[src/hdl/cmdp_pkg.sv]
// Shared types and constants for the text motor command parser.
// Result codes, ASCII codes and the result bundle. No dependencies.
`timescale 1ns / 1ps

package cmdp_pkg;

   localparam logic [2:0] KIND_INVALID   = 3'd0;
   localparam logic [2:0] KIND_MOTORS    = 3'd1;
   localparam logic [2:0] KIND_JOYSTICK  = 3'd2;
   localparam logic [2:0] KIND_STOP      = 3'd3;
   localparam logic [2:0] KIND_KEEPALIVE = 3'd4;

   localparam logic [7:0] CH_TAB   = 8'h09;
   localparam logic [7:0] CH_CR    = 8'h0D;
   localparam logic [7:0] CH_SPACE = 8'h20;
   localparam logic [7:0] CH_PLUS  = 8'h2B;
   localparam logic [7:0] CH_MINUS = 8'h2D;
   localparam logic [7:0] CH_ZERO  = 8'h30;
   localparam logic [7:0] CH_NINE  = 8'h39;
   localparam logic [7:0] CH_C     = 8'h43;
   localparam logic [7:0] CH_D     = 8'h44;
   localparam logic [7:0] CH_J     = 8'h4A;
   localparam logic [7:0] CH_M     = 8'h4D;
   localparam logic [7:0] CH_O     = 8'h4F;
   localparam logic [7:0] CH_P     = 8'h50;
   localparam logic [7:0] CH_S     = 8'h53;
   localparam logic [7:0] CH_T     = 8'h54;

   typedef struct packed {
      logic [2:0]         kind;
      logic [15:0]        seq_number;
      logic signed [15:0] left_speed;
      logic signed [15:0] right_speed;
      logic signed [15:0] actuator;
      logic signed [15:0] brush;
      logic signed [15:0] lamp;
      logic signed [15:0] joy_x;
      logic signed [15:0] joy_y;
   } cmdp_result_type;

   function automatic logic [7:0] cmd_char(input logic [1:0] idx);
      case (idx)
         2'd0:    cmd_char = CH_C;
         2'd1:    cmd_char = CH_M;
         default: cmd_char = CH_D;
      endcase
   endfunction

   function automatic logic [7:0] stop_char(input logic [1:0] idx);
      case (idx)
         2'd0:    stop_char = CH_S;
         2'd1:    stop_char = CH_T;
         2'd2:    stop_char = CH_O;
         default: stop_char = CH_P;
      endcase
   endfunction

endpackage

[src/hdl/cmdp_parser.sv]
// Per-character line grammar state machine with decimal accumulate.
// Builds the result bundle on the end-of-line character. Uses cmdp_pkg.
`timescale 1ns / 1ps

module cmdp_parser
   import cmdp_pkg::*;
#(
   parameter int VALUE_WIDTH = 16
) (
   input  logic            clock,
   input  logic            reset,
   input  logic            take,
   input  logic [7:0]      ch,
   input  logic            end_of_line,
   output cmdp_result_type result
);

   localparam int VW = VALUE_WIDTH;

   typedef enum logic [3:0] {
      PH_LIT, PH_SEQ_WS, PH_SEQ_SGN, PH_SEQ_DIG, PH_KEY_WS,
      PH_VAL_WS, PH_VAL_SGN, PH_VAL_DIG, PH_STOP, PH_DONE
   } phase_type;

   typedef enum logic [1:0] {LET_NONE, LET_M, LET_J, LET_S} letter_type;

   phase_type        phase_ff, phase_f, phase_in;
   logic [2:0]       lit_ff, lit_f, lit_in;
   logic [VW-1:0]    seq_ff, seq_f, seq_in;
   logic             seq_ok_ff, seq_ok_f, seq_ok_in;
   logic [VW-1:0]    acc_ff, acc_f, acc_in;
   logic             minus_ff, minus_f, minus_in;
   letter_type       letter_ff, letter_f, letter_in;
   logic [2:0]       filled_ff, filled_f, filled_in;
   logic [VW-1:0]    vals_ff [5];
   logic [VW-1:0]    vals_f [5];
   logic [VW-1:0]    vals_in [5];

   logic             is_ws, is_dig, redo;
   logic [3:0]       dig;
   logic [VW-1:0]    fin_a, fin_e, seq_e;
   logic             seq_ok_e;
   logic [2:0]       filled_e, limit;
   logic [VW-1:0]    vals_e [5];

   assign is_ws  = (ch == CH_SPACE) || (ch >= CH_TAB && ch <= CH_CR);
   assign is_dig = (ch >= CH_ZERO) && (ch <= CH_NINE);
   assign dig    = 4'(ch - CH_ZERO);
   assign fin_a  = minus_ff ? (VW'(0) - acc_ff) : acc_ff;
   assign limit  = (letter_ff == LET_M) ? 3'd5 : 3'd2;

   // one character step; a non-digit that ends a number is dispatched again
   always_comb begin
      phase_f  = phase_ff;
      lit_f    = lit_ff;
      seq_f    = seq_ff;
      seq_ok_f = seq_ok_ff;
      acc_f    = acc_ff;
      minus_f  = minus_ff;
      letter_f = letter_ff;
      filled_f = filled_ff;
      vals_f   = vals_ff;
      redo     = 1'b1;
      if (phase_ff == PH_SEQ_DIG || phase_ff == PH_VAL_DIG) begin
         if (is_dig) begin
            acc_f = (acc_ff << 3) + (acc_ff << 1) + VW'(dig);
            redo  = 1'b0;
         end else if (phase_ff == PH_SEQ_DIG) begin
            seq_f    = fin_a;
            seq_ok_f = 1'b1;
            phase_f  = PH_KEY_WS;
         end else begin
            for (int i = 0; i < 5; i++) begin
               if (filled_ff == 3'(i)) begin
                  vals_f[i] = fin_a;
               end
            end
            filled_f = filled_ff + 3'd1;
            phase_f  = (filled_f >= limit) ? PH_DONE : PH_VAL_WS;
         end
      end
      if (redo) begin
         case (phase_f)
            PH_LIT: begin
               if (lit_f < 3'd3 && ch == cmd_char(lit_f[1:0])) begin
                  lit_f = lit_f + 3'd1;
                  if (lit_f == 3'd3) begin
                     phase_f = PH_SEQ_WS;
                  end
               end else begin
                  phase_f = PH_DONE;
               end
            end
            PH_SEQ_WS, PH_VAL_WS: begin
               if (!is_ws) begin
                  acc_f   = '0;
                  minus_f = (ch == CH_MINUS);
                  if (ch == CH_PLUS || ch == CH_MINUS) begin
                     phase_f = (phase_f == PH_SEQ_WS) ? PH_SEQ_SGN : PH_VAL_SGN;
                  end else if (is_dig) begin
                     acc_f   = VW'(dig);
                     phase_f = (phase_f == PH_SEQ_WS) ? PH_SEQ_DIG : PH_VAL_DIG;
                  end else begin
                     phase_f = PH_DONE;
                  end
               end
            end
            PH_SEQ_SGN, PH_VAL_SGN: begin
               if (is_dig) begin
                  acc_f   = VW'(dig);
                  phase_f = (phase_f == PH_SEQ_SGN) ? PH_SEQ_DIG : PH_VAL_DIG;
               end else begin
                  phase_f = PH_DONE;
               end
            end
            PH_KEY_WS: begin
               if (!is_ws) begin
                  if (ch == CH_M) begin
                     letter_f = LET_M;
                     phase_f  = PH_VAL_WS;
                  end else if (ch == CH_J) begin
                     letter_f = LET_J;
                     phase_f  = PH_VAL_WS;
                  end else if (ch == CH_S) begin
                     letter_f = LET_S;
                     lit_f    = 3'd1;
                     phase_f  = PH_STOP;
                  end else begin
                     phase_f = PH_DONE;
                  end
               end
            end
            PH_STOP: begin
               if (lit_f < 3'd4 && ch == stop_char(lit_f[1:0])) begin
                  lit_f = lit_f + 3'd1;
                  if (lit_f == 3'd4) begin
                     phase_f = PH_DONE;
                  end
               end else begin
                  phase_f = PH_DONE;
               end
            end
            default: begin
               phase_f = PH_DONE;
            end
         endcase
      end
   end

   // a number still open at end of line counts as complete
   assign fin_e    = minus_f ? (VW'(0) - acc_f) : acc_f;
   assign seq_e    = (phase_f == PH_SEQ_DIG) ? fin_e : seq_f;
   assign seq_ok_e = seq_ok_f || (phase_f == PH_SEQ_DIG);
   assign filled_e = filled_f + ((phase_f == PH_VAL_DIG) ? 3'd1 : 3'd0);

   always_comb begin
      for (int i = 0; i < 5; i++) begin
         vals_e[i] = (phase_f == PH_VAL_DIG && filled_f == 3'(i)) ? fin_e : vals_f[i];
      end
   end

   always_comb begin
      result = '0;
      if (seq_ok_e) begin
         if (letter_f == LET_M && filled_e >= 3'd2) begin
            result.kind = KIND_MOTORS;
         end else if (letter_f == LET_J && filled_e >= 3'd2) begin
            result.kind = KIND_JOYSTICK;
         end else if (letter_f == LET_S && lit_f == 3'd4) begin
            result.kind = KIND_STOP;
         end else begin
            result.kind = KIND_KEEPALIVE;
         end
         result.seq_number = 16'(seq_e);
      end
      if (result.kind == KIND_MOTORS) begin
         result.left_speed  = 16'($signed(vals_e[0]));
         result.right_speed = 16'($signed(vals_e[1]));
         result.actuator    = 16'($signed(vals_e[2]));
         result.brush       = 16'($signed(vals_e[3]));
         result.lamp        = 16'($signed(vals_e[4]));
      end else if (result.kind == KIND_JOYSTICK) begin
         result.joy_x = 16'($signed(vals_e[0]));
         result.joy_y = 16'($signed(vals_e[1]));
      end
   end

   always_comb begin
      phase_in  = phase_ff;
      lit_in    = lit_ff;
      seq_in    = seq_ff;
      seq_ok_in = seq_ok_ff;
      acc_in    = acc_ff;
      minus_in  = minus_ff;
      letter_in = letter_ff;
      filled_in = filled_ff;
      vals_in   = vals_ff;
      if (take) begin
         if (end_of_line) begin
            phase_in  = PH_LIT;
            lit_in    = '0;
            seq_in    = '0;
            seq_ok_in = 1'b0;
            acc_in    = '0;
            minus_in  = 1'b0;
            letter_in = LET_NONE;
            filled_in = '0;
            for (int i = 0; i < 5; i++) begin
               vals_in[i] = '0;
            end
         end else begin
            phase_in  = phase_f;
            lit_in    = lit_f;
            seq_in    = seq_f;
            seq_ok_in = seq_ok_f;
            acc_in    = acc_f;
            minus_in  = minus_f;
            letter_in = letter_f;
            filled_in = filled_f;
            vals_in   = vals_f;
         end
      end
   end

   always_ff @(posedge clock) begin
      if (reset) begin
         phase_ff  <= PH_LIT;
         lit_ff    <= '0;
         seq_ff    <= '0;
         seq_ok_ff <= 1'b0;
         acc_ff    <= '0;
         minus_ff  <= 1'b0;
         letter_ff <= LET_NONE;
         filled_ff <= '0;
         for (int i = 0; i < 5; i++) begin
            vals_ff[i] <= '0;
         end
      end else begin
         phase_ff  <= phase_in;
         lit_ff    <= lit_in;
         seq_ff    <= seq_in;
         seq_ok_ff <= seq_ok_in;
         acc_ff    <= acc_in;
         minus_ff  <= minus_in;
         letter_ff <= letter_in;
         filled_ff <= filled_in;
         vals_ff   <= vals_in;
      end
   end

endmodule

[src/hdl/cmdp_out_reg.sv]
// Result register for the command parser's response channel.
// Holds one decoded command until taken. Uses cmdp_pkg.
`timescale 1ns / 1ps

module cmdp_out_reg
   import cmdp_pkg::*;
(
   input  logic            clock,
   input  logic            reset,
   input  logic            load,
   input  cmdp_result_type load_data,
   input  logic            rsp_ready,
   output logic            rsp_valid,
   output cmdp_result_type rsp_data,
   output logic            free
);

   logic            valid_ff, valid_in;
   cmdp_result_type data_ff, data_in;

   assign free      = !valid_ff || rsp_ready;
   assign valid_in  = load || (valid_ff && !rsp_ready);
   assign data_in   = load ? load_data : data_ff;
   assign rsp_valid = valid_ff;
   assign rsp_data  = data_ff;

   always_ff @(posedge clock) begin
      if (reset) begin
         valid_ff <= 1'b0;
      end else begin
         valid_ff <= valid_in;
      end
      data_ff <= data_in;
   end

endmodule

[src/hdl/text_motor_command_parser.sv]
// Text motor command parser top level: parser state machine and result register.
// Depends on cmdp_pkg, cmdp_parser and cmdp_out_reg.
`timescale 1ns / 1ps

// Takes one character per cycle and emits one decoded command per line. A
// character is accepted whenever the result register is empty or its result is
// being taken in the same cycle, so a steady stream runs at one character per
// clock. The result of a line appears on the rsp_ channel in the cycle after its
// end_of_line character is accepted. The rate is set by the combinational
// character step of the grammar state machine, which includes the
// multiply-by-ten accumulate of VALUE_WIDTH bits.

module text_motor_command_parser
   import cmdp_pkg::*;
#(
   parameter int VALUE_WIDTH = 16
) (
   input  logic               clock,
   input  logic               reset,
   input  logic               req_valid,
   output logic               req_ready,
   input  logic [7:0]         req_ch,
   input  logic               req_end_of_line,
   output logic               rsp_valid,
   input  logic               rsp_ready,
   output logic [2:0]         rsp_kind,
   output logic [15:0]        rsp_seq_number,
   output logic signed [15:0] rsp_left_speed,
   output logic signed [15:0] rsp_right_speed,
   output logic signed [15:0] rsp_actuator,
   output logic signed [15:0] rsp_brush,
   output logic signed [15:0] rsp_lamp,
   output logic signed [15:0] rsp_joy_x,
   output logic signed [15:0] rsp_joy_y
);

   logic            take, free;
   cmdp_result_type line_result, rsp_data;

   assign req_ready = free;
   assign take      = req_valid && free;

   cmdp_parser #(
      .VALUE_WIDTH(VALUE_WIDTH)
   ) u_parser (
      .clock      (clock),
      .reset      (reset),
      .take       (take),
      .ch         (req_ch),
      .end_of_line(req_end_of_line),
      .result     (line_result)
   );

   cmdp_out_reg u_out (
      .clock    (clock),
      .reset    (reset),
      .load     (take && req_end_of_line),
      .load_data(line_result),
      .rsp_ready(rsp_ready),
      .rsp_valid(rsp_valid),
      .rsp_data (rsp_data),
      .free     (free)
   );

   assign rsp_kind        = rsp_data.kind;
   assign rsp_seq_number  = rsp_data.seq_number;
   assign rsp_left_speed  = rsp_data.left_speed;
   assign rsp_right_speed = rsp_data.right_speed;
   assign rsp_actuator    = rsp_data.actuator;
   assign rsp_brush       = rsp_data.brush;
   assign rsp_lamp        = rsp_data.lamp;
   assign rsp_joy_x       = rsp_data.joy_x;
   assign rsp_joy_y       = rsp_data.joy_y;

endmodule

[config.mk]
export PLATFORM = sky130hd
export DESIGN_NAME = text_motor_command_parser
export DESIGN_NICKNAME = d
export VERILOG_FILES = /design/src/hdl/cmdp_pkg.sv /design/src/hdl/cmdp_parser.sv /design/src/hdl/cmdp_out_reg.sv /design/src/hdl/text_motor_command_parser.sv
export SDC_FILE = /design/constraint.sdc
export NUM_CORES = 1
export LEC_CHECK = 0
export ABC_AREA = 1
export BUFFER_PORTS_ARGS = -buffer_cell sky130_fd_sc_hd__buf_2
export CELL_PAD_IN_SITES_DETAIL_PLACEMENT = 0
export CELL_PAD_IN_SITES_GLOBAL_PLACEMENT = 1
export CORE_ASPECT_RATIO = 2
export CORE_UTILIZATION = 44
export DETAILED_ROUTE_END_ITERATION = 12
export PLACE_DENSITY_LB_ADDON = 0.05
export SYNTH_ARGS = -nofsm -noshare
export SYNTH_HDL_FRONTEND = slang
export SYNTH_SLANG_ARGS = --single-unit
export TNS_END_PERCENT = 5
[constraint.sdc]
create_clock -name clock -period 12.4 [get_ports clock]
set_input_delay 3.72 -clock clock [delete_from_list [all_inputs] [get_ports clock]]
set_output_delay 3.72 -clock clock [all_outputs]
set_load 0.005 [all_outputs]
==> results of run 1 <==
-- how the worst max path moves through the flow --
stage	cells past startpoint	endpoint	slack (ns)	start
floorplan	5	u_out.rsp_data[0]$_SDFFCE_PP0P_	2.11	rsp_ready
detailed placement	23	u_out.rsp_data[38]$_SDFFCE_PP0P_	3.89	req_ch[7]
CTS	23	u_out.rsp_data[38]$_SDFFCE_PP0P_	4.45	req_ch[7]
global route	23	u_out.rsp_data[38]$_SDFFCE_PP0P_	3.99	req_ch[7]
global placement	23	u_out.rsp_data[38]$_SDFFCE_PP0P_	3.98	req_ch[7]
finish	23	u_out.rsp_data[38]$_SDFFCE_PP0P_	4.42	req_ch[7]
-- through the flow --
stage          power (mW)  instance area (sq um)  setup WS, ns  hold WS, ns
2_1_floorplan       1.009                  14700         2.107       0.4422
3_3_place_gp        1.059                  15700         3.978       0.4479
3_5_place_dp        1.060                  15700         3.891       0.4522
4_1_cts             1.812                  16500         4.453       0.4623
5_1_grt             1.852                  16500         3.993       0.4801
6_report            1.798                  16500         4.423       0.4638
-- critical path, cell delays in order --
cell                       delay, ns
sky130_fd_sc_hd__buf_2          0.09
sky130_fd_sc_hd__inv_1          0.07
sky130_fd_sc_hd__nand2_1        0.14
sky130_fd_sc_hd__nor2_4         0.17
sky130_fd_sc_hd__nand2_2        0.31
sky130_fd_sc_hd__nand2_2        0.36
sky130_fd_sc_hd__nand4_1        0.13
sky130_fd_sc_hd__nor2_1         0.59
sky130_fd_sc_hd__nand3_1        0.14
sky130_fd_sc_hd__nand4_1        0.17
sky130_fd_sc_hd__nand2_2        0.10
sky130_fd_sc_hd__nor2_4         0.16
sky130_fd_sc_hd__nand2_2        0.10
sky130_fd_sc_hd__inv_1          0.10
sky130_fd_sc_hd__ha_1           0.16
sky130_fd_sc_hd__xnor2_1        0.11
sky130_fd_sc_hd__nand2_1        0.08
sky130_fd_sc_hd__nand2_1        0.06
sky130_fd_sc_hd__nor2_1         0.06
sky130_fd_sc_hd__nand4_2        0.11
sky130_fd_sc_hd__buf_4          0.57
sky130_fd_sc_hd__clkinv_2       0.42
sky130_fd_sc_hd__and3_1         0.30
-- flip-flops by register name (all words and copies together), names as in the netlist --
register            flops
u_out.rsp_data        131
u_parser.vals_ff       80
u_parser.acc_ff        16
u_parser.seq_ff        16
u_parser.phase_ff       4
u_parser.filled_ff      3
u_parser.lit_ff         3
u_parser.letter_ff      2
u_out.rsp_valid         1
u_parser.minus_ff       1
u_parser.seq_ok_ff      1
-- cell type report --
type	count	area [sq um]	area share
inverters	198	747.0	0.04526
clock buffers	26	629.4	0.03814
well taps	432	540.5	0.03275
diodes	1	2.502	0.0001516
multi-input cells	1403	7089	0.4296
clock inverters	19	170.2	0.01031
flip-flops and latches	258	6476	0.3924
repair buffers	161	848.3	0.05140
-- cell families after synthesis --
group / count (synthesis) / synth area share
AOI/OAI and AO/OA: 429 / 0.1582
xor gates and xnor gates: 19 / 0.01234
adders and majority gates: 43 / 0.03762
buffers and inverters: 290 / 0.07908
DFF: 258 / 0.4406
and+or+nand+nor: 912 / 0.2721
-- metal layers --
layer / up-vias / track usage / routed length, um
met5: - / 0 / 0
met4: 0 / 0.1686 / 2969
met3: 98 / 0.01943 / 2008
met2: 410 / 0.5529 / 26140
met1: 6170 / 0.2995 / 17530
li1: 6633 / - / -
-- report_power, final --
group / switching (mW) / total (mW) / internal, mW / leakage (nW)
sequential: 0.00627 / 0.917 / 0.911 / 2.25
combinational: 0.0921 / 0.123 / 0.0308 / 4.19
clock: 0.343 / 0.758 / 0.416 / 0.390
total: 0.441 / 1.80 / 1.36 / 6.83
-- cells in the mapped netlist (all sizes together) --
cell / instances
o22ai: 23
a21boi: 8
a31oi: 1
a21o: 4
edfxtp: 131
o21ai: 183
o211ai: 5
nor4: 2
nand3: 97
nand3b: 8
buf: 26
nor3b: 1
ha: 41
clkinv: 7
a22oi: 1
nor2: 177
xnor2: 6
nand2: 544
inv: 191
a21oi: 181
xor2: 13
nor3: 11
o21a: 1
o31ai: 3
dfxtp: 127
fa: 2
a211oi: 9
or2: 49
and3: 1
a2bb2oi: 10
clkbuf: 66
nand4: 22
==> metrics.cfg, run 1 <==
[global_route]
grt_util_all_layers = 0.2853
antenna_found_initial = 0
grt_pass1_vias = 12767
grt_max_degree = 73
first_pass_grt_wire_length_mm = 73.77
grt.overflow.total = 0

[drt]
antenna_violating_nets_post_route = 0
wirelength_per_cell_um = 19.48
drt_iter0_markers = 876
drc = 0
finalWirelength_mm = 48.65
route.detailed.vias_per_inst = 5.329
route.vias.total = 13311
drtPass1Iterations = 8

[synthesis]
synth_largest_type_area_fraction = 0.2676
yosys.area.top_type = sky130_fd_sc_hd__edfxtp_1
sequential_share_of_the_synthesized_area = 0.4406
synth.lib_cells_used.distinct = 54
synth_area_sq_mm = 0.01470
synth.net_count = 2007
synthesis.area_per_instance_sq_um = 7.534
ys_top_cells_by_area = sky130_fd_sc_hd__edfxtp_1 (27%), sky130_fd_sc_hd__dfxtp_1 (17%), sky130_fd_sc_hd__nand2_1 (13%)
synthesis.instances = 1951
ys_seq_elements = 258
ys.warnings.count = 0

[finish]
synthToLayoutAreaGrowth_pct = 12.27
layout-drive-gt1-share = 0.1530
layout.nets = 2103
fillers = 3328
post_layout_nonfiller_instances = 2498
mostFrequentLayoutCell = sky130_fd_sc_hd__nand2_1
mostFrequentLayoutCells = sky130_fd_sc_hd__nand2_1 (526), sky130_fd_sc_hd__inv_1 (182), sky130_fd_sc_hd__a21oi_1 (180), sky130_fd_sc_hd__o21ai_0 (168), sky130_fd_sc_hd__nor2_1 (166)
finish.utilization = 0.5011

[timing]
setup_violations = 0
fin_tns_setup_ns = 0
actual_slew_at_the_worst_max_slew_pin_ns = 1.217
fmaxAchievable_mhz = 125.4
report.final.hold_viol_count = 0
worst_clock_skew_ns = 0.02070
final.period_utilization = 0.6433
slew_headroom = 0.1856
grt_setup_unrepaired = false
drv_slew = 0
layout_min_cycle_time_ns = 7.977

[place]
gpl.final_weighted_congestion = 0.8884
placedCellCount = 2452
place.port_buffers = 145
hpwl_mm = 36.17

[setup_path]
r2r_slack_ns = 7.38
highest_fanout_seen_on_the_critical_path = 62
critical_path.reg2reg.endpoint = u_out.rsp_data[38]$_SDFFCE_PP0P_
reg2reg_from = u_parser.phase_ff[3]$_SDFFE_PP0P_
worst-r2r-cell-count = 21
critPathLaunchType = input port
worstSetupPathType = in2reg
critical_path.endpoint_type = flip-flop
crit_required_ns = 12.69
critical_path_arrival_ns = 8.27

[clock_network]
cts.hold.buffers_added = 0
post_cts_resized = 0
tritoncts = done
clkSinkCount = 258
cts_buffers = 25
htree_num_levels = 1
cts_root_buffer = sky130_fd_sc_hd__clkbuf_16
cts_max_path_buffers = 3
clkTransAtPathRegs_ns = 0.07
postCtsSetupRepairBufs = 0
clk_latency_ns = 0.54

[worst_hold_path]
hold_end = u_parser.vals_ff[33]$_SDFFE_PP0P_
timing.hold.worst_path_depth = 2
worst_hold_path_type = reg2reg
worst_hold_startpoint = u_parser.vals_ff[33]$_SDFFE_PP0P_

[floorplan]
placeableCoreArea_sq_mm = 0.03293
ios = 146
floorplan.die.height_um = 260.5
rows = 94
die-area_sq_mm = 0.03419
initial_core_util = 0.4464
die-width_um = 131.2

[outcome]
run_status = finished clean

[power_and_ir_drop]
power.density_mw_per_mm2 = 109.0
ir_drop_mv = 0.07600
p_leak_nw = 6.827

[flow_run]
maxCapViolations = 0

No activity file was read; power rests on OpenSTA's default activity.
==> inputs of run 2 (changes only) <==
--- a/config.mk
+++ b/config.mk
@@ -5,12 +5,12 @@
 export SDC_FILE = /design/constraint.sdc
 export NUM_CORES = 1
 export LEC_CHECK = 0
-export ABC_AREA = 1
+export ABC_AREA = 0
 export BUFFER_PORTS_ARGS = -buffer_cell sky130_fd_sc_hd__buf_2
 export CELL_PAD_IN_SITES_DETAIL_PLACEMENT = 0
 export CELL_PAD_IN_SITES_GLOBAL_PLACEMENT = 1
 export CORE_ASPECT_RATIO = 2
-export CORE_UTILIZATION = 44
+export CORE_UTILIZATION = 45
 export DETAILED_ROUTE_END_ITERATION = 12
 export PLACE_DENSITY_LB_ADDON = 0.05
 export SYNTH_ARGS = -nofsm -noshare
==> constraint.sdc (replaced) <==
create_clock -name clock -period 7.6 [get_ports clock]
set_input_delay 2.28 -clock clock [delete_from_list [all_inputs] [get_ports clock]]
set_output_delay 2.28 -clock clock [all_outputs]
set_load 0.005 [all_outputs]
==> run 2 against run 1 <==
  * Cell count is 13% lower
  * Core utilization is 2.5 points higher
  * Combinational power is 17% higher
  * Synthesized cell count is 16% lower
  * Count of clock-buffer cells in the layout stayed put
  * Largest cell class unchanged
  * Largest power group unchanged
==> metrics.cfg, run 2 <==
[synthesis]
synth.net_count = 1704
postSynth.topFlopCell = sky130_fd_sc_hd__edfxtp_1
postSynth.asyncResetShare = 0
ys.warnings.count = 0
ys_top_cells_by_count = sky130_fd_sc_hd__nor2_1 (364), sky130_fd_sc_hd__a21oi_1 (131), sky130_fd_sc_hd__edfxtp_1 (131), sky130_fd_sc_hd__nand2_1 (129), sky130_fd_sc_hd__dfxtp_1 (127)
ys_seq_elements = 258
synth_area_sq_mm = 0.01427
synth_largest_type_area_fraction = 0.2756
sequential_share_of_the_synthesized_area = 0.4538
synthesis.instances = 1648
number_of_enable_flip_flop_cells_after_synthesis = 131
yosys.area.top_type = sky130_fd_sc_hd__edfxtp_1
ys_top_cells_by_area = sky130_fd_sc_hd__edfxtp_1 (28%), sky130_fd_sc_hd__dfxtp_1 (18%), sky130_fd_sc_hd__nor2_1 (9.6%)
synthesis.area_per_instance_sq_um = 8.660
synth.lib_cells_used.distinct = 82
synth.most_common_cell = sky130_fd_sc_hd__nor2_1

[global_route]
grt_max_degree = 75
first_pass_grt_wire_length_mm = 73.42
gr-usage-met3 = 0.02547
met1_usage = 0.3458
grt_util_all_layers = 0.3026
use_met2 = 0.5312
globalRoute.busiestLayer = met2
antenna_found_initial = 0
grt.overflow.total = 0
grt_pass1_vias = 12065

[floorplan]
floorplan.die.height_um = 253.9
ios = 146
placeableCoreArea_sq_mm = 0.03097
rows = 91
die-width_um = 127.9
die-area_sq_mm = 0.03248
initial_core_util = 0.4609

[timing]
worst_slack_ns = 1.171
setup_violations = 0
actual_slew_at_the_worst_max_slew_pin_ns = 1.221
drv_slew = 0
fin_tns_setup_ns = 0
slew_headroom = 0.1830
fmaxAchievable_mhz = 155.6
grt_setup_unrepaired = false
layout_min_cycle_time_ns = 6.429
final.period_utilization = 0.8459
report.final.hold_viol_count = 0
worst_clock_skew_ns = 0.01769

[place]
place.port_buffers = 145
gpl.final_weighted_congestion = 0.9498
post-place-ws_ns = 0.6744
hpwl_mm = 35.25
placedCellCount = 2136

[finish]
mostFrequentLayoutCell = sky130_fd_sc_hd__nor2_1
mostFrequentLayoutCells = sky130_fd_sc_hd__nor2_1 (363), sky130_fd_sc_hd__buf_2 (144), sky130_fd_sc_hd__a21oi_1 (131), sky130_fd_sc_hd__edfxtp_1 (131), sky130_fd_sc_hd__nand2_1 (129)
post_layout_nonfiller_instances = 2180
synthToLayoutAreaGrowth_pct = 14.06
fillers = 3017
number_of_flip_flops_in_the_largest_register = 131
finish.utilization = 0.5257
layout.nets = 1800
total_area_of_multi_input_combinational_cells_sq_mm = 0.007252
insertedDiodeCount = 0
layout-drive-gt1-share = 0.1521
layout.area.seq_sq_mm = 0.006476

[clock_network]
cts_buffers = 24
clkSinkCount = 258
cts_max_path_buffers = 3
htree_num_levels = 1
cts.hold.buffers_added = 0
post_cts_resized = 0
clkTransAtPathRegs_ns = 0.06
clk_latency_ns = 0.55
postCtsSetupRepairBufs = 0
cts_root_buffer = sky130_fd_sc_hd__clkbuf_16
tritoncts = done

[setup_path]
worst_setup_path_startpoint = req_ch[6]
crit_required_ns = 7.87
critPathLaunchType = input port
worstSetupPathType = in2reg
critical_path_arrival_ns = 6.69
critical_path.endpoint_type = flip-flop
reg2reg_from = u_parser.phase_ff[0]$_SDFFE_PP0P_
highest_fanout_seen_on_the_critical_path = 54

[flow_run]
maxCapViolations = 0

[drt]
wirelength_per_cell_um = 22.47
route.vias.total = 12928
route.detailed.vias_per_inst = 5.930
drtPass1Iterations = 5
antenna_violating_nets_post_route = 0
drc = 0
drt_iter0_markers = 1112
finalWirelength_mm = 48.98

[power_and_ir_drop]
ir_drop_mv = 0.1462
p_leak_nw = 5.683
power.density_mw_per_mm2 = 181.8

[worst_hold_path]
worst_hold_path_type = reg2reg
worst_hold_startpoint = u_parser.vals_ff[15]$_SDFFE_PP0P_

[outcome]
run_status = finished clean

## run 2: changes by cell type after synthesis, sizes merged, moves of 69 or more
cell	change
inv	-169
nand2	-414
a22oi	+103
o21ai	-91
nor2	+188
nand3	-69
## run 2: worst max-delay path, cell delays in order
cell and delay (ns):
sky130_fd_sc_hd__buf_2 0.14, sky130_fd_sc_hd__nand4bb_1 0.36, sky130_fd_sc_hd__nor2_1 0.19, sky130_fd_sc_hd__nor3_1 0.91, sky130_fd_sc_hd__a21oi_1 0.18, sky130_fd_sc_hd__o22ai_1 0.70
sky130_fd_sc_hd__nand2_1 0.20, sky130_fd_sc_hd__nor2_1 0.14, sky130_fd_sc_hd__ha_1 0.17, sky130_fd_sc_hd__xor2_1 0.14, sky130_fd_sc_hd__nand2b_1 0.19, sky130_fd_sc_hd__o311ai_4 0.29
sky130_fd_sc_hd__buf_4 0.63, sky130_fd_sc_hd__nor2_1 0.12
## run 2: power by group
part,total (mW),switching (mW),internal [mW]
Sequential,1.50,0.0133,1.49
Clock,1.31,0.558,0.755
Combinational,0.144,0.102,0.0425
Total,2.96,0.673,2.29
## run 2: final timing paths
check                           cells past startpoint                           endpoint  slack [ns]
worst min register to register                      2  u_parser.vals_ff[15]$_SDFFE_PP0P_        0.50
worst min-delay path                                2  u_parser.vals_ff[15]$_SDFFE_PP0P_        0.50
worst max-delay path                               14   u_out.rsp_data[93]$_SDFFCE_PP0P_        1.17
worst max register to register                     12   u_out.rsp_data[93]$_SDFFCE_PP0P_        2.48
## run 2: cell type report
cell class,instances,area share
multi-input combinational,1245,0.4455
sequential,258,0.3978
timing repair buffer,193,0.06764
clock buffer,26,0.03735
tap,418,0.03213
clock inverter,18,0.01437
inverter,22,0.005226
## run 2: metal layers
metal	wire, um	up-vias
met5	0	-
met4	3500	0
met3	2456	117
met2	24740	500
met1	18280	6155
li1	-	6156
## run 2: cell families after synthesis
| family | synth area share |
|---|---|
| AND/OR/NAND/NOR | 0.2004 |
| AO/OA/AOI/OAI | 0.2257 |
| flip-flops | 0.4538 |
| buffers and inverters | 0.03954 |
| XOR/XNOR | 0.03042 |
| adder cells (fa/ha/maj) | 0.03875 |
| multiplexers | 0.01148 |
## run 2: through the flow
step	area, sq um	total power, mW	hold WS (ns)
after floorplan	14270	1.607	0.4499
after global placement	15440	1.678	0.4609
after detailed placement	15440	1.679	0.4767
after CTS	16280	2.974	0.4955
after global routing	16280	3.040	0.5136
final	16280	2.960	0.4995
==> inputs of run 3 (changes only) <==
==> constraint.sdc (replaced) <==
create_clock -name clock -period 6.4 [get_ports clock]
set_input_delay 1.92 -clock clock [delete_from_list [all_inputs] [get_ports clock]]
set_output_delay 1.92 -clock clock [all_outputs]
set_load 0.005 [all_outputs]
==> run 3 against run 2 <==
  * First-iteration DRC count decreased by 1.4%
  * Die area unchanged
  * Routed wire length decreased by 0.32%
  * Highest routed layer unchanged
  * Sequential share of layout area decreased by 0.49 points
  * Final area increased by 1.2%
  * Core utilization increased by 0.65 points
  * Critical endpoint is now u_out.rsp_data[72]$_SDFFCE_PP0P_
  * Combinational power increased by 22%
==> metrics.cfg, run 3 (same netlist as run 2, synthesis figures left out) <==
[outcome]
run_status = finished clean

[setup_path]
critPathLaunchType = input port
critical_path.slowest_cell = sky130_fd_sc_hd__xnor2_1
critical_path.cell_chain = buf_2, buf_4, o21ai_1, nand3_1, o22ai_1, o22ai_4, nand2_4, o21ai_4, inv_2, ha_1, o21ai_0, nor2_1, and2_1, a21oi_1, xnor2_1, o22ai_1
highest_fanout_seen_on_the_critical_path = 18
critical_path.endpoint_type = flip-flop
family_with_the_most_delay_on_the_worst_path = compound AO/OA/AOI/OAI gates
timing.critical_path.mode_cell = sky130_fd_sc_hd__o22ai_1
worst-path-buf-inv = 3
worst-r2r-cell-count = 12
r2r_slack_ns = 1.84
crit_required_ns = 6.64
critPathMaxStageDelay_ns = 0.89
worstSetupPathType = in2reg
critical_path.reg2reg.endpoint = u_out.rsp_data[14]$_SDFFCE_PP0P_
critical_path_arrival_ns = 5.68
reg2reg_from = u_parser.acc_ff[0]$_SDFFE_PP0P_

[clock_network]
clk_latency_ns = 0.54
cts_max_path_buffers = 3
clkTransAtPathRegs_ns = 0.07
clkSinkCount = 258
htree_num_levels = 1
cts.hold.buffers_added = 0
tritoncts = done
cts_root_buffer = sky130_fd_sc_hd__clkbuf_16
cts_buffers = 24
post_cts_resized = 0
postCtsSetupRepairBufs = 0

[drt]
topRoutingLayerUsed = met4
drt_iter0_markers = 1096
drc = 0
antenna_violating_nets_post_route = 0
route.vias.total = 13014
routed_length_on_met2_mm = 25.00
route.detailed.vias_per_inst = 5.907
drtPass1Iterations = 5
finalWirelength_mm = 48.82
met3WireLength_mm = 2.304
wirelength_per_cell_um = 22.16
routedLengthMet1_mm = 18.50

[global_route]
antenna_found_initial = 0
grt_max_degree = 86
first_pass_grt_wire_length_mm = 74.53
grt.overflow.total = 0
grt_pass1_vias = 12467
grt_util_all_layers = 0.3042

[floorplan]
rows = 91
die-area_sq_mm = 0.03248
initial_core_util = 0.4609
floorplan.die.height_um = 253.9
ios = 146
placeableCoreArea_sq_mm = 0.03097
die-width_um = 127.9

[finish]
mostFrequentLayoutCells = sky130_fd_sc_hd__nor2_1 (363), sky130_fd_sc_hd__buf_2 (144), sky130_fd_sc_hd__a21oi_1 (131), sky130_fd_sc_hd__edfxtp_1 (131), sky130_fd_sc_hd__nand2_1 (129)
layout-drive-gt1-share = 0.1619
synthToLayoutAreaGrowth_pct = 15.47
insertedDiodeCount = 0
layout.nets = 1823
number_of_flip_flops_in_the_largest_register = 131
mostFrequentLayoutCell = sky130_fd_sc_hd__nor2_1
post_layout_nonfiller_instances = 2203

[flow_run]
maxCapViolations = 0

[timing]
report.final.hold_viol_count = 0
setup_violations = 0
actual_slew_at_the_worst_max_slew_pin_ns = 1.201
fmaxAchievable_mhz = 183.8
layout_min_cycle_time_ns = 5.440
grt_setup_unrepaired = false
slew_headroom = 0.1964
drv_slew = 0
worst_clock_skew_ns = 0.009798
final.period_utilization = 0.8500
fin_tns_setup_ns = 0

[worst_hold_path]
hold_end = u_parser.vals_ff[64]$_SDFFE_PP0P_
worst_hold_path_type = reg2reg
worst_hold_startpoint = u_parser.vals_ff[64]$_SDFFE_PP0P_
timing.hold.worst_path_depth = 2

[place]
place.port_buffers = 145
placedCellCount = 2159
gpl.final_weighted_congestion = 0.9248
hpwl_mm = 35.39

[power_and_ir_drop]
ir_drop_mv = 0.1794
power.density_mw_per_mm2 = 216.0
p_leak_nw = 5.816

[run 3: cell count changes in the layout (fill, tap and decap cells not counted), moves of 2 or more]
cell / delta
sky130_fd_sc_hd__clkinv_4: +2
sky130_fd_sc_hd__o21ai_1: +3
sky130_fd_sc_hd__o21ai_2: -2
sky130_fd_sc_hd__buf_4: +22
sky130_fd_sc_hd__clkinv_2: -2
[run 3: layout make-up]
cell class,count,area [sq um]
fillers,3001,14490
clock inverters,16,229.0
well taps,418,523.0
repair buffers,216,1286
inverters,22,85.08
flip-flops and latches,258,6476
multi-input cells,1245,7244
clock buffers,28,636.9
[run 3: stage by stage]
| stage | hold slack [ns] | power (mW) | setup WS (ns) | area, sq um | utilization |
|---|---|---|---|---|---|
| floorplan | 0.4499 | 1.909 | 0.5221 | 14270 | - |
| global placement | 0.4638 | 1.994 | 0.5004 | 15620 | 0.5042 |
| detailed placement | 0.4777 | 1.996 | 0.4660 | 15620 | 0.5042 |
| CTS | 0.4936 | 3.580 | 1.023 | 16480 | 0.5322 |
| global route | 0.5283 | 3.663 | 0.7071 | 16480 | 0.5322 |
| finish | 0.4938 | 3.560 | 0.9599 | 16480 | 0.5322 |
[run 3: worst max-delay path by stage]
| stage | from | end | slack (ns) | cells past startpoint |
|---|---|---|---|---|
| detailed placement | req_ch[3] | u_out.rsp_data[14]$_SDFFCE_PP0P_ | 0.47 | 13 |
| CTS | req_ch[3] | u_out.rsp_data[14]$_SDFFCE_PP0P_ | 1.02 | 13 |
| global route | req_ch[2] | u_out.rsp_data[14]$_SDFFCE_PP0P_ | 0.71 | 17 |
| floorplan | req_end_of_line | u_out.rsp_data[0]$_SDFFCE_PP0P_ | 0.52 | 5 |
| global placement | req_ch[2] | u_out.rsp_data[56]$_SDFFCE_PP0P_ | 0.50 | 16 |
| finish | req_ch[2] | u_out.rsp_data[72]$_SDFFCE_PP0P_ | 0.96 | 16 |
[run 3: tightest hold or removal path, cell delays in order (launching register included)]
cell and delay [ns]:
sky130_fd_sc_hd__dfxtp_1 0.33, sky130_fd_sc_hd__a32oi_1 0.06, sky130_fd_sc_hd__nor2_1 0.07
[run 3: where the power goes]
part,switching (mW),internal (mW)
clock,0.673,0.927
combinational,0.121,0.0543
sequential,0.0159,1.77
[run 3: per-layer routing]
layer  vias up  global-route usage
met5         -                   0
met4         0              0.1835
met3       121             0.02905
met2       525              0.5467
met1      6146              0.3441
li1       6222                   -
